--- config.mk ---
export PLATFORM = sky130hd
export DESIGN_NAME = two_level_priority_job_queue
export DESIGN_NICKNAME = d
export VERILOG_FILES = /design/src/sv/tlpq_pkg.sv /design/src/sv/tlpq_front.sv /design/src/sv/tlpq_cmdq.sv /design/src/sv/tlpq_back.sv /design/src/sv/two_level_priority_job_queue.sv
export SDC_FILE = /design/constraint.sdc
export NUM_CORES = 2
export LEC_CHECK = 0
export BUFFER_PORTS_ARGS = -buffer_cell sky130_fd_sc_hd__buf_2
export CAP_MARGIN = 25
export CORE_MARGIN = 2
export CORE_UTILIZATION = 40
export CTS_CLUSTER_DIAMETER = 80
export DETAILED_ROUTE_END_ITERATION = 10
export SYNTH_ARGS = -nofsm -noshare
export SYNTH_HDL_FRONTEND = slang
export SYNTH_SLANG_ARGS = --single-unit
--- constraint.sdc ---
create_clock -name i_clk -period 14.1 [get_ports i_clk]
set_clock_uncertainty 0.2 [all_clocks]
set_input_delay 2.115 -clock i_clk [delete_from_list [all_inputs] [get_ports i_clk]]
set_output_delay 2.115 -clock i_clk [all_outputs]
set_load 0.005 [all_outputs]
--- src/sv/tlpq_pkg.sv ---
// Package for the two-level priority job queue.
// Shared types, request codes and sizes; no dependencies.
package tlpq_pkg;
    localparam int IMM_DEPTH = 4;
    localparam int STD_DEPTH = 8;
    localparam int IMM_AW = $clog2(IMM_DEPTH);
    localparam int STD_AW = $clog2(STD_DEPTH);
    localparam int CMDQ_DEPTH = 2;

    typedef enum logic [1:0] {
        REQ_ENQ    = 2'd0,
        REQ_DEQ    = 2'd1,
        REQ_PEEK   = 2'd2,
        REQ_SEARCH = 2'd3
    } t_req;

    typedef struct packed {
        logic [15:0] blk_id;
        logic [7:0]  service_id;
        logic [31:0] ram_addr;
        logic [7:0]  prio;
    } t_job;

    // classified command handed from front to back
    typedef struct packed {
        t_req req;
        logic to_imm;   // enqueue goes to the immediate ring
        logic sorted;   // enqueue is inserted by priority
        t_job job;
    } t_cmd;

    typedef struct packed {
        logic        status;
        logic [15:0] head_blk_id;
        logic [7:0]  head_service_id;
        logic [31:0] head_ram_addr;
        logic        from_immediate;
    } t_res;
endpackage

--- src/sv/tlpq_front.sv ---
// Front end: takes requests, classifies enqueues against the mode register.
// Depends on tlpq_pkg.
module tlpq_front (
    input  logic            i_clk,
    input  logic            i_rst_n,
    input  logic            i_start,
    input  logic            i_busy,
    input  logic [1:0]      i_req_type,
    input  logic [15:0]     i_blk_id,
    input  logic [7:0]      i_service_id,
    input  logic [31:0]     i_ram_addr,
    input  logic [7:0]      i_priority_req,
    input  logic            i_cfg_we,
    input  logic            i_cfg_data,
    output logic            o_cmd_valid,
    output tlpq_pkg::t_cmd  o_cmd
);
    logic r_prio_on;
    logic n_prio_on;

    always_comb begin
        n_prio_on = r_prio_on;
        if (i_cfg_we) begin
            n_prio_on = i_cfg_data;
        end
    end

    always_ff @(posedge i_clk) begin
        if (!i_rst_n) begin
            r_prio_on <= 1'b1;
        end else begin
            r_prio_on <= n_prio_on;
        end
    end

    assign o_cmd_valid = i_start && !i_busy;
    always_comb begin
        o_cmd.req            = tlpq_pkg::t_req'(i_req_type);
        o_cmd.job.blk_id     = i_blk_id;
        o_cmd.job.service_id = i_service_id;
        o_cmd.job.ram_addr   = i_ram_addr;
        o_cmd.job.prio       = i_priority_req;
        o_cmd.to_imm         = r_prio_on && (i_priority_req == 8'd0);
        o_cmd.sorted         = r_prio_on;
    end
endmodule

--- src/sv/tlpq_cmdq.sv ---
// Small command queue between front and back ends.
// Depends on tlpq_pkg.
module tlpq_cmdq (
    input  logic            i_clk,
    input  logic            i_rst_n,
    input  logic            i_push,
    input  tlpq_pkg::t_cmd  i_cmd,
    input  logic            i_pop,
    output logic            o_valid,
    output logic            o_full,
    output tlpq_pkg::t_cmd  o_cmd
);
    localparam int AW = $clog2(tlpq_pkg::CMDQ_DEPTH);
    tlpq_pkg::t_cmd r_mem [tlpq_pkg::CMDQ_DEPTH];
    logic [AW-1:0] r_wp, r_rp;
    logic [AW:0]   r_cnt;

    always_ff @(posedge i_clk) begin
        if (i_push) begin
            r_mem[r_wp] <= i_cmd;
        end
    end

    always_ff @(posedge i_clk) begin
        if (!i_rst_n) begin
            r_wp  <= '0;
            r_rp  <= '0;
            r_cnt <= '0;
        end else begin
            if (i_push) begin
                r_wp <= (r_wp == AW'(tlpq_pkg::CMDQ_DEPTH - 1)) ? '0 : r_wp + 1'b1;
            end
            if (i_pop) begin
                r_rp <= (r_rp == AW'(tlpq_pkg::CMDQ_DEPTH - 1)) ? '0 : r_rp + 1'b1;
            end
            r_cnt <= r_cnt + (AW+1)'(i_push) - (AW+1)'(i_pop);
        end
    end

    assign o_valid = (r_cnt != '0);
    assign o_full  = (r_cnt == (AW+1)'(tlpq_pkg::CMDQ_DEPTH));
    assign o_cmd   = r_mem[r_rp];

    a_no_overflow: assert property (@(posedge i_clk) disable iff (!i_rst_n)
        o_full |-> !i_push) else $error("command queue overflow");
    a_no_underflow: assert property (@(posedge i_clk) disable iff (!i_rst_n)
        i_pop |-> o_valid) else $error("command queue underflow");
    a_cnt_range: assert property (@(posedge i_clk) disable iff (!i_rst_n)
        r_cnt <= (AW+1)'(tlpq_pkg::CMDQ_DEPTH)) else $error("count out of range");
endmodule

--- src/sv/tlpq_back.sv ---
// Back end: the two rings, sorted insertion walk and search walk.
// Depends on tlpq_pkg.
module tlpq_back (
    input  logic            i_clk,
    input  logic            i_rst_n,
    input  logic            i_cmd_valid,
    input  tlpq_pkg::t_cmd  i_cmd,
    output logic            o_cmd_pop,
    output logic            o_res_valid,
    output tlpq_pkg::t_res  o_res
);
    localparam int IA = tlpq_pkg::IMM_AW;
    localparam int SA = tlpq_pkg::STD_AW;
    localparam int ID = tlpq_pkg::IMM_DEPTH;
    localparam int SD = tlpq_pkg::STD_DEPTH;

    typedef enum logic [3:0] {
        ST_IDLE = 4'b0001,
        ST_INS  = 4'b0010,
        ST_SRCH = 4'b0100,
        ST_DONE = 4'b1000
    } t_state;

    t_state r_state, n_state;

    tlpq_pkg::t_job r_imm [ID];
    tlpq_pkg::t_job r_std [SD];
    logic [IA-1:0] r_ih, r_it;
    logic r_ie, r_if;
    logic [SA-1:0] r_sh, r_st;
    logic r_se, r_sf;

    tlpq_pkg::t_cmd r_cmd;
    logic [SA-1:0]  r_idx;      // walk position in the standard ring
    logic [IA:0]    r_icnt;     // immediate entries still to search
    logic [SA:0]    r_scnt;     // standard entries still to search
    logic [IA-1:0]  r_iidx;
    logic           r_found;
    tlpq_pkg::t_res r_res;
    tlpq_pkg::t_res n_res;
    logic           r_res_valid;

    function automatic logic [IA-1:0] inc_i(input logic [IA-1:0] v);
        return (v == IA'(ID - 1)) ? '0 : v + 1'b1;
    endfunction
    function automatic logic [SA-1:0] inc_s(input logic [SA-1:0] v);
        return (v == SA'(SD - 1)) ? '0 : v + 1'b1;
    endfunction
    function automatic logic [SA-1:0] dec_s(input logic [SA-1:0] v);
        return (v == '0) ? SA'(SD - 1) : v - 1'b1;
    endfunction

    logic [IA:0] w_icount;
    logic [SA:0] w_scount;
    logic [SA-1:0] w_prev;
    always_comb begin
        if (r_if) w_icount = (IA+1)'(ID);
        else if (r_ie) w_icount = '0;
        else if (r_it >= r_ih) w_icount = (IA+1)'(r_it) - (IA+1)'(r_ih);
        else w_icount = (IA+1)'(r_it) + (IA+1)'(ID) - (IA+1)'(r_ih);
        if (r_sf) w_scount = (SA+1)'(SD);
        else if (r_se) w_scount = '0;
        else if (r_st >= r_sh) w_scount = (SA+1)'(r_st) - (SA+1)'(r_sh);
        else w_scount = (SA+1)'(r_st) + (SA+1)'(SD) - (SA+1)'(r_sh);
        w_prev = dec_s(r_idx);
    end

    // result and next state for a command taken in idle
    always_comb begin
        n_res        = '0;
        n_res.status = 1'b1;
        n_state      = ST_DONE;
        if (i_cmd_valid) begin
            unique case (i_cmd.req)
                tlpq_pkg::REQ_ENQ: begin
                    if (i_cmd.to_imm) begin
                        n_res.status = r_if;
                    end else if (!r_sf) begin
                        if (r_se || !i_cmd.sorted) begin
                            n_res.status = 1'b0;
                        end else begin
                            n_state = ST_INS;
                        end
                    end
                end
                tlpq_pkg::REQ_DEQ: begin
                    if (!r_ie) begin
                        n_res.status         = 1'b0;
                        n_res.from_immediate = 1'b1;
                    end else if (!r_se) begin
                        n_res.status = 1'b0;
                    end
                end
                tlpq_pkg::REQ_PEEK: begin
                    if (!r_ie) begin
                        n_res.status          = 1'b0;
                        n_res.from_immediate  = 1'b1;
                        n_res.head_blk_id     = r_imm[r_ih].blk_id;
                        n_res.head_service_id = r_imm[r_ih].service_id;
                        n_res.head_ram_addr   = r_imm[r_ih].ram_addr;
                    end else if (!r_se) begin
                        n_res.status          = 1'b0;
                        n_res.head_blk_id     = r_std[r_sh].blk_id;
                        n_res.head_service_id = r_std[r_sh].service_id;
                        n_res.head_ram_addr   = r_std[r_sh].ram_addr;
                    end
                end
                tlpq_pkg::REQ_SEARCH: begin
                    n_state = ST_SRCH;
                end
                default: ;
            endcase
        end
    end

    assign o_cmd_pop = (r_state == ST_IDLE) && i_cmd_valid;

    always_ff @(posedge i_clk) begin
        if (!i_rst_n) begin
            r_state     <= ST_IDLE;
            r_ih <= '0; r_it <= '0; r_ie <= 1'b1; r_if <= 1'b0;
            r_sh <= '0; r_st <= '0; r_se <= 1'b1; r_sf <= 1'b0;
            r_res_valid <= 1'b0;
            for (int k = 0; k < ID; k++) r_imm[k] <= '0;
            for (int k = 0; k < SD; k++) r_std[k] <= '0;
        end else begin
            r_res_valid <= (r_state == ST_DONE);
            unique case (r_state)
                ST_IDLE: begin
                    if (i_cmd_valid) begin
                        r_cmd   <= i_cmd;
                        r_res   <= n_res;
                        r_state <= n_state;
                        unique case (i_cmd.req)
                            tlpq_pkg::REQ_ENQ: begin
                                if (i_cmd.to_imm) begin
                                    if (!r_if) begin
                                        r_imm[r_it] <= i_cmd.job;
                                        r_ie <= 1'b0;
                                        r_it <= inc_i(r_it);
                                        r_if <= (inc_i(r_it) == r_ih);
                                    end
                                end else if (!r_sf) begin
                                    if (r_se || !i_cmd.sorted) begin
                                        r_std[r_st] <= i_cmd.job;
                                        r_se <= 1'b0;
                                        r_st <= inc_s(r_st);
                                        r_sf <= (inc_s(r_st) == r_sh);
                                    end else begin
                                        r_idx <= r_st;
                                    end
                                end
                            end
                            tlpq_pkg::REQ_DEQ: begin
                                if (!r_ie) begin
                                    r_imm[r_ih] <= '0;
                                    r_if <= 1'b0;
                                    r_ih <= inc_i(r_ih);
                                    r_ie <= (inc_i(r_ih) == r_it);
                                end else if (!r_se) begin
                                    r_std[r_sh] <= '0;
                                    r_sf <= 1'b0;
                                    r_sh <= inc_s(r_sh);
                                    r_se <= (inc_s(r_sh) == r_st);
                                end
                            end
                            tlpq_pkg::REQ_PEEK: ;
                            tlpq_pkg::REQ_SEARCH: begin
                                r_icnt  <= w_icount;
                                r_scnt  <= w_scount;
                                r_iidx  <= r_ih;
                                r_idx   <= r_sh;
                                r_found <= 1'b0;
                            end
                            default: ;
                        endcase
                    end
                end
                ST_INS: begin
                    // one shift per cycle, from the tail back towards the head
                    if (r_idx != r_sh && r_cmd.job.prio < r_std[w_prev].prio) begin
                        r_std[r_idx] <= r_std[w_prev];
                        r_idx <= w_prev;
                    end else begin
                        r_std[r_idx] <= r_cmd.job;
                        r_se <= 1'b0;
                        r_st <= inc_s(r_st);
                        r_sf <= (inc_s(r_st) == r_sh);
                        r_res.status <= 1'b0;
                        r_state <= ST_DONE;
                    end
                end
                ST_SRCH: begin
                    // one entry per cycle: immediate ring first, then standard
                    if (r_found) begin
                        r_res.status <= 1'b0;
                        r_state <= ST_DONE;
                    end else if (r_icnt != '0) begin
                        r_found <= (r_imm[r_iidx].blk_id == r_cmd.job.blk_id);
                        r_iidx  <= inc_i(r_iidx);
                        r_icnt  <= r_icnt - 1'b1;
                    end else if (r_scnt != '0) begin
                        r_found <= (r_std[r_idx].blk_id == r_cmd.job.blk_id);
                        r_idx   <= inc_s(r_idx);
                        r_scnt  <= r_scnt - 1'b1;
                    end else begin
                        r_state <= ST_DONE;
                    end
                end
                ST_DONE: begin
                    r_state <= ST_IDLE;
                end
                default: r_state <= ST_IDLE;
            endcase
        end
    end

    assign o_res_valid = r_res_valid;
    assign o_res       = r_res;

    a_full_empty: assert property (@(posedge i_clk) disable iff (!i_rst_n)
        !(r_sf && r_se) && !(r_if && r_ie)) else $error("ring both full and empty");
    a_pop_idle: assert property (@(posedge i_clk) disable iff (!i_rst_n)
        o_cmd_pop |=> (r_state != ST_IDLE)) else $error("command lost");
    a_res_after_done: assert property (@(posedge i_clk) disable iff (!i_rst_n)
        (r_state == ST_DONE) |=> o_res_valid) else $error("result missing");
    a_ins_not_full: assert property (@(posedge i_clk) disable iff (!i_rst_n)
        (r_state == ST_INS) |-> !r_sf && !r_se) else $error("insert on bad ring");
endmodule

--- src/sv/two_level_priority_job_queue.sv ---
// Top level of the two-level priority job queue.
// Depends on tlpq_pkg, tlpq_front, tlpq_cmdq, tlpq_back.
//
// Usage:
//   Request channel: drive i_req_type and the job fields with i_start high;
//   the request is taken at a clock edge where o_busy is low. Requests are
//   enqueue, dequeue, peek and search by block id.
//   Result: o_done is high for exactly one cycle with status, head job and
//   from_immediate. The receiver cannot stall; it must take it then.
//   Configuration: i_cfg_valid / o_cfg_ready write prioritization_on; write
//   only while no request is outstanding.
// Path: an accepted request is written to the command queue, popped by the
//   back end in idle, then passes its done state before the result register
//   raises o_done. A sorted enqueue walks the standard ring one shift per cycle;
//   a search checks one entry per cycle over both rings and stops on a hit.
//   Only the back end walks, one request at a time.
// Throughput: one request at a time; o_busy stays high from acceptance
//   through the o_done cycle, so the next request is taken in the cycle
//   after it at the earliest.
// Reset: both rings empty and cleared, prioritization on.
module two_level_priority_job_queue (
    input  logic        i_clk,
    input  logic        i_rst_n,
    input  logic        i_start,
    output logic        o_busy,
    input  logic [1:0]  i_req_type,
    input  logic [15:0] i_blk_id,
    input  logic [7:0]  i_service_id,
    input  logic [31:0] i_ram_addr,
    input  logic [7:0]  i_priority_req,
    input  logic        i_cfg_valid,
    output logic        o_cfg_ready,
    input  logic        i_cfg_data,
    output logic        o_done,
    output logic        o_status,
    output logic [15:0] o_head_blk_id,
    output logic [7:0]  o_head_service_id,
    output logic [31:0] o_head_ram_addr,
    output logic        o_from_immediate
);
    logic            w_cmd_valid;
    tlpq_pkg::t_cmd  w_cmd;
    logic            w_q_valid, w_q_full, w_pop;
    tlpq_pkg::t_cmd  w_q_cmd;
    tlpq_pkg::t_res  w_res;
    logic            w_res_valid;
    logic            r_pending;   // request accepted, result not yet shown

    assign o_busy      = r_pending || w_q_full;
    assign o_cfg_ready = 1'b1;

    always_ff @(posedge i_clk) begin
        if (!i_rst_n) begin
            r_pending <= 1'b0;
        end else if (w_cmd_valid) begin
            r_pending <= 1'b1;
        end else if (w_res_valid) begin
            r_pending <= 1'b0;
        end
    end

    tlpq_front u_front (
        .i_clk, .i_rst_n, .i_start, .i_busy(o_busy),
        .i_req_type, .i_blk_id, .i_service_id, .i_ram_addr, .i_priority_req,
        .i_cfg_we(i_cfg_valid && o_cfg_ready), .i_cfg_data,
        .o_cmd_valid(w_cmd_valid), .o_cmd(w_cmd)
    );

    tlpq_cmdq u_cmdq (
        .i_clk, .i_rst_n, .i_push(w_cmd_valid), .i_cmd(w_cmd),
        .i_pop(w_pop), .o_valid(w_q_valid), .o_full(w_q_full), .o_cmd(w_q_cmd)
    );

    tlpq_back u_back (
        .i_clk, .i_rst_n, .i_cmd_valid(w_q_valid), .i_cmd(w_q_cmd),
        .o_cmd_pop(w_pop), .o_res_valid(w_res_valid), .o_res(w_res)
    );

    assign o_done            = w_res_valid;
    assign o_status          = w_res.status;
    assign o_head_blk_id     = w_res.head_blk_id;
    assign o_head_service_id = w_res.head_service_id;
    assign o_head_ram_addr   = w_res.head_ram_addr;
    assign o_from_immediate  = w_res.from_immediate;

    a_one_outstanding: assert property (@(posedge i_clk) disable iff (!i_rst_n)
        w_cmd_valid |=> o_busy) else $error("second request taken");
    a_done_pending: assert property (@(posedge i_clk) disable iff (!i_rst_n)
        o_done |-> r_pending) else $error("result without request");
    a_no_accept_on_done: assert property (@(posedge i_clk) disable iff (!i_rst_n)
        o_done |-> !w_cmd_valid) else $error("accept during result");
endmodule

# Word-level counts from Yosys, hierarchy flattened
# Memory sizes are Yosys's and may differ from the RTL's. A register that Yosys moved wholly into a read port is not among the register bits.
# Index checks and enable logic that the tools add are counted.
[word_totals]
romBits = 0
mem_bits_rw = 904
word_cells = 313
latchBits = 0
memories = 3
regBits = 160
[classes]
n_bitwise = 4
n_lt_le_gt_ge = 3
n_reduce_logical = 40
multipliers = 0
n_shift = 0
muxes = 168
add_sub_neg = 19
div_mod_pow = 0
n_eq_ne = 47
[memory_table]
columns = ["name", "words", "width", "read_ports", "rd_ports_with_merged_regs", "wr", "line", "text"]
rows = [
  ["u_back.r_std", 8, 64, 3, 2, 8, "tlpq_back.sv:27", "tlpq_pkg::t_job r_std [SD];"],
  ["u_back.r_imm", 4, 64, 2, 2, 4, "tlpq_back.sv:26", "tlpq_pkg::t_job r_imm [ID];"],
  ["u_cmdq.r_mem", 2, 68, 1, 1, 1, "tlpq_cmdq.sv:14", "tlpq_pkg::t_cmd r_mem [tlpq_pkg::CMDQ_DEPTH];"],
]
[ops]
columns = ["operator", "count"]
rows = [
  ["$mux W64", 6],
  ["$reduce_or A64 Y1", 5],
  ["$mux W57", 2],
  ["$mux W3", 31],
  ["$mux W1", 82],
  ["$mux W4", 16],
  ["$mux W58", 1],
  ["$mux W56", 1],
  ["$eq A16 B16 Y1", 2],
  ["$reduce_and A5 Y1", 5],
  ["$mux W2", 12],
  ["$ne A3 B3 Y1 const B", 7],
  ["$reduce_and A7 Y1", 3],
  ["$ne A2 B2 Y1 const B", 10],
  ["$pmux W3 S2", 3],
  ["$pmux W4 S2", 2],
  ["$pmux W1 S2", 7],
  ["$eq A2 B2 Y1 const B", 6],
  ["$ne A2 B1 Y1 const B", 6],
  ["$pmux W4 S3", 1],
  ["$reduce_and A4 Y1", 3],
  ["$reduce_and A11 Y1", 1],
  ["$reduce_bool A2 Y1", 5],
  ["$add A3 B1 Y3 const B", 3],
  ["42 further kinds", 61],
]

# Logic depth before layout (Yosys ltp)
[logic_depth]
ltp_word = 14
ltp_mapped = 19

# Cells and area by module
# A second synthesis with hierarchy kept.
[unflattened]
cells_unflattened = 3585
area_unflattened_um2 = 52082.5
[by_module_without_submodules]
columns = ["module", "area_each_um2", "seq_area_each_um2", "instances", "cells_per_inst"]
rows = [
  ["tlpq_back", 46233.1, 26735.6, 1, 3271],
  ["tlpq_cmdq", 5225.0, 4184.0, 1, 233],
  ["tlpq_front", 565.5, 20.0, 1, 75],
  ["two_level_priority_job_queue", 58.8, 20.0, 1, 6],
]

# Worst setup path after synthesis
# Ideal clock, no wire load.
[synth_timing]
kind = "input to register"
startpoint = "input port i_rst_n"
endpoint = "memory u_back.r_imm[0][55] (netlist name) (data pin)"
setup_slack_ns = 7.007
cell_stages = 5
t_required_ns = 13.741
arrival_time_ns = 6.734
cell_sequence = "inv_1 > nor3_2 > clkbuf_1 > nand4_1 > nor2_1"
[synth_lines]
columns = ["item", "line", "text"]
rows = [
  ["start: declaration", "two_level_priority_job_queue.sv:23", "input logic i_rst_n,"],
  ["end: declaration", "tlpq_back.sv:26", ""],
]

==> out/results.txt <==
Fmax: 143 MHz
CTS Sinks: 1043
Number of global-route vias before repair: 31288
Status: complete, no violations
Hold buffer count at cts: 0
Worst-Margin Slew: 1.13 ns
Net Sw Frac: 32.5%
Distinct cells, synth: 77
Clock buffer depth: 3
Syn_area_per_cell: 14.8 µm²
Share of post-route cells with drive strength above 1: 23.4%
Commonest cells after routing, fill and taps aside: 1007 x edfxtp_1, 767 x nor2_1, 339 x mux4_2
Final hold slack: 0.305 ns
Root Buffer: clkbuf_16
CORE AREA: 128000 µm²
Row count: 131
Fin Setup TNS: 0 ns
Vias per cell: 5.89
R2r setup slk: 7.11 ns
Area Growth Syn to Fin: 11.8%
Sequential share of the synthesized area: 60.3%
Hold/Removal Path Class: flop to flop
Pint: 0.00635 W
PwrDens: 164 nW/µm²
Wire per inst: 27.3 µm
Routed via count: 31095
Period utilization: 49.6%
Worst Setup Start Kind: flop
Worst VDD drop: 0.144 mV
Fin. Hold Viols: 0
Routed Antenna Nets: 0
Die area: 131000 µm²
# H-tree levels: 3
Die Y: 362 µm
Dpl hpwl: 83100 µm
Final setup vio count: 0
Critical path class: flop to flop
Total GRT Usage: 21.8%
Worst reg2reg endpoint: u_back.r_std[4][35]$_SDFFCE_PN0P_
Commonest non-fill, non-tap cell in the layout: edfxtp_1
Cells after synthesis: 3466
Worst slew margin: 24.9%
Critical path arrival: 7.35 ns
Reg2reg path depth: 16
Drt total wl: 144000 µm
Seq pwr share: 41.3%
Post-layout min period: 6.99 ns
Clk pwr share: 31.9%
Initial antenna violation count: 1
Drt first pass iters: 6
CTS tree: done
Multi-input logic area: 18600 µm²
Slew Limit Fails: 0
Largest net degree at the start of global routing: 98
RSZ-0062 raised after global routing: false
Critical R2R Launch: u_back.r_idx[0]$_DFFE_PP_
Placer Congestion: 0.795
TritonCTS Buffers: 114
Clock-pin slew on the worst setup and hold paths: 0.06 ns
Req. time, crit path: 14.46 ns
Initial DRC count: 3321
Hold Crit Depth: 2
Layout fillers: 11213
Leak Pwr: 19.7 nW
Crit-path max FO: 97
Cell Area, Synth: 51400 µm²
DRC viols: 0
Syn_nets: 3573
DIE WIDTH: 362 µm
Synth warn: 0
CP Capture Type: flop
Nets@finish: 3624
Grt total ovfl: 0
Yosys reg bits: 1043
Max cap viols: 0
Net Switching: 0.00305 W
Hold Path End: r_pending$_SDFFE_PN0P_
Clock Latency Late Sink: 0.73 ns
Post-synth top flop: edfxtp_1
First-pass GRT wire length: 212000 µm
Initial core utilization: 40.3%
Post-synth ARST share: 0%
Hold Path Origin: r_pending$_SDFFE_PN0P_
Postcts setup bufs: 0
Sequential Area: 31000 µm²
IO Port Bufs: 130
I/O pin count: 132
Post-CTS sizing: 0
Comb pwr share: 26.8%
Post-synth EDFFs: 1007
## critical path: stages, from the launching register on
cell and delay, ns:
edfxtp_1 0.55, inv_1 0.18, ha_4 0.21, nand2b_4 0.07, and2_4 0.61, buf_12 0.73
mux4_2 0.60, mux2i_1 0.30, ha_1 0.18, nand3_1 0.15, nor2_1 0.23, a41oi_2 0.18
nand2_4 0.67, buf_4 0.76, buf_4 0.60, a311oi_4 0.26, nor2_1 0.15
## per-stage QoR
stage | instances | area [µm²] | utilization, % | total power (W) | setup WS [ns]
after floorplan | 3466 | 51400 | - | 0.00565 | 7.01
after global placement | 5056 | 53500 | 42.0 | 0.00643 | 7.11
after detailed placement | 5059 | 53600 | 42.0 | 0.00646 | 6.96
after CTS | 5272 | 57300 | 44.9 | 0.00945 | 7.06
after global routing | 5276 | 57400 | 45.0 | 0.00974 | 6.71
final | 5277 | 57400 | 45.0 | 0.00940 | 7.11
## area by class of cell
class	count	area share, %
inverter	194	1.27
antenna	1	0.00436
timing repair buffer	200	2.30
clock inverter	77	1.37
tap	1662	3.62
clock buffer	136	5.15
sequential	1043	54.0
multi-input combinational	1964	32.3
## power by group through the flow
| stage | registers (W) | clock network (W) | logic [W] |
|---|---|---|---|
| finish | 0.00388 | 0.00300 | 0.00252 |
| global route | 0.00391 | 0.00316 | 0.00267 |
| CTS | 0.00388 | 0.00305 | 0.00252 |
| detailed placement | 0.00395 | 0 | 0.00251 |
| global placement | 0.00394 | 0 | 0.00249 |
| floorplan | 0.00388 | 0 | 0.00177 |
## synth_stat cells, drive strengths merged (15+ instances only)
master	n	area [µm²]
edfxtp	1007	30200
nor2	772	2900
mux4	339	7630
mux2i	209	2090
inv	194	728
buf	154	901
clkbuf	111	417
nor4	73	472
a311oi	64	1620
and2	60	378
nand4	60	375
nand2	59	256
o22ai	59	369
dfxtp	36	721
ha	33	413
a21oi	26	130
xnor2	26	228
xor2	24	210
o21ai	20	108
nand3	17	103
nor3	16	90.1
mux2	15	169
## routing by layer
layer / track usage, % / part of all wire (%) / vias to the layer above
li1: - / - / 13326
met1: 29.5 / 40 / 16068
met2: 36.2 / 49 / 1472
met3: 4.00 / 7.9 / 229
met4: 6.18 / 2.6 / 0
met5: 0 / 0 / -
## logic make-up (layout without fill, tap and decap cells)
logic type                 after synthesis  count (layout)  share of synthesized area (%)
xor gates and xnor gates                50              50                          0.853
and+or+nand+nor                       1105            1105                           9.60
buffers and inverters                  459             607                           3.98
AOI/OAI and AO/OA                      209             209                           5.09
other                                    1               2                        0.00730
adders and majority gates               36              36                          0.921
DFF                                   1043            1043                           60.3
muxes                                  563             563                           19.3
## how the worst max path moves through the flow
stage	endpoint	cells past startpoint	from	slack (ns)
floorplan	u_back.r_imm[0][55]$_SDFFCE_PN0P_	5	i_rst_n	7.01
global placement	u_back.r_imm[1][35]$_SDFFCE_PN0P_	10	i_rst_n	7.11
detailed placement	u_back.r_imm[1][29]$_SDFFCE_PN0P_	10	i_rst_n	6.96
CTS	u_back.r_std[4][35]$_SDFFCE_PN0P_	16	u_back.r_idx[0]$_DFFE_PP_	7.06
global route	u_back.r_std[4][35]$_SDFFCE_PN0P_	17	u_back.r_idx[0]$_DFFE_PP_	6.71
finish	u_back.r_std[4][35]$_SDFFCE_PN0P_	16	u_back.r_idx[0]$_DFFE_PP_	7.11
## state kept, by name (all words and copies together) (netlist names), 3 cells and up, named ones only
name / flops
u_back.r_state: 4
u_cmdq.r_mem: 136
u_back.r_icnt: 3
u_back.r_imm: 224
u_back.r_std: 512
u_back.o_res: 58
u_back.r_st: 3
u_back.r_scnt: 4
u_back.r_idx: 3
u_back.r_cmd: 64
u_back.r_sh: 3
No activity file was read; power rests on OpenSTA's default activity.
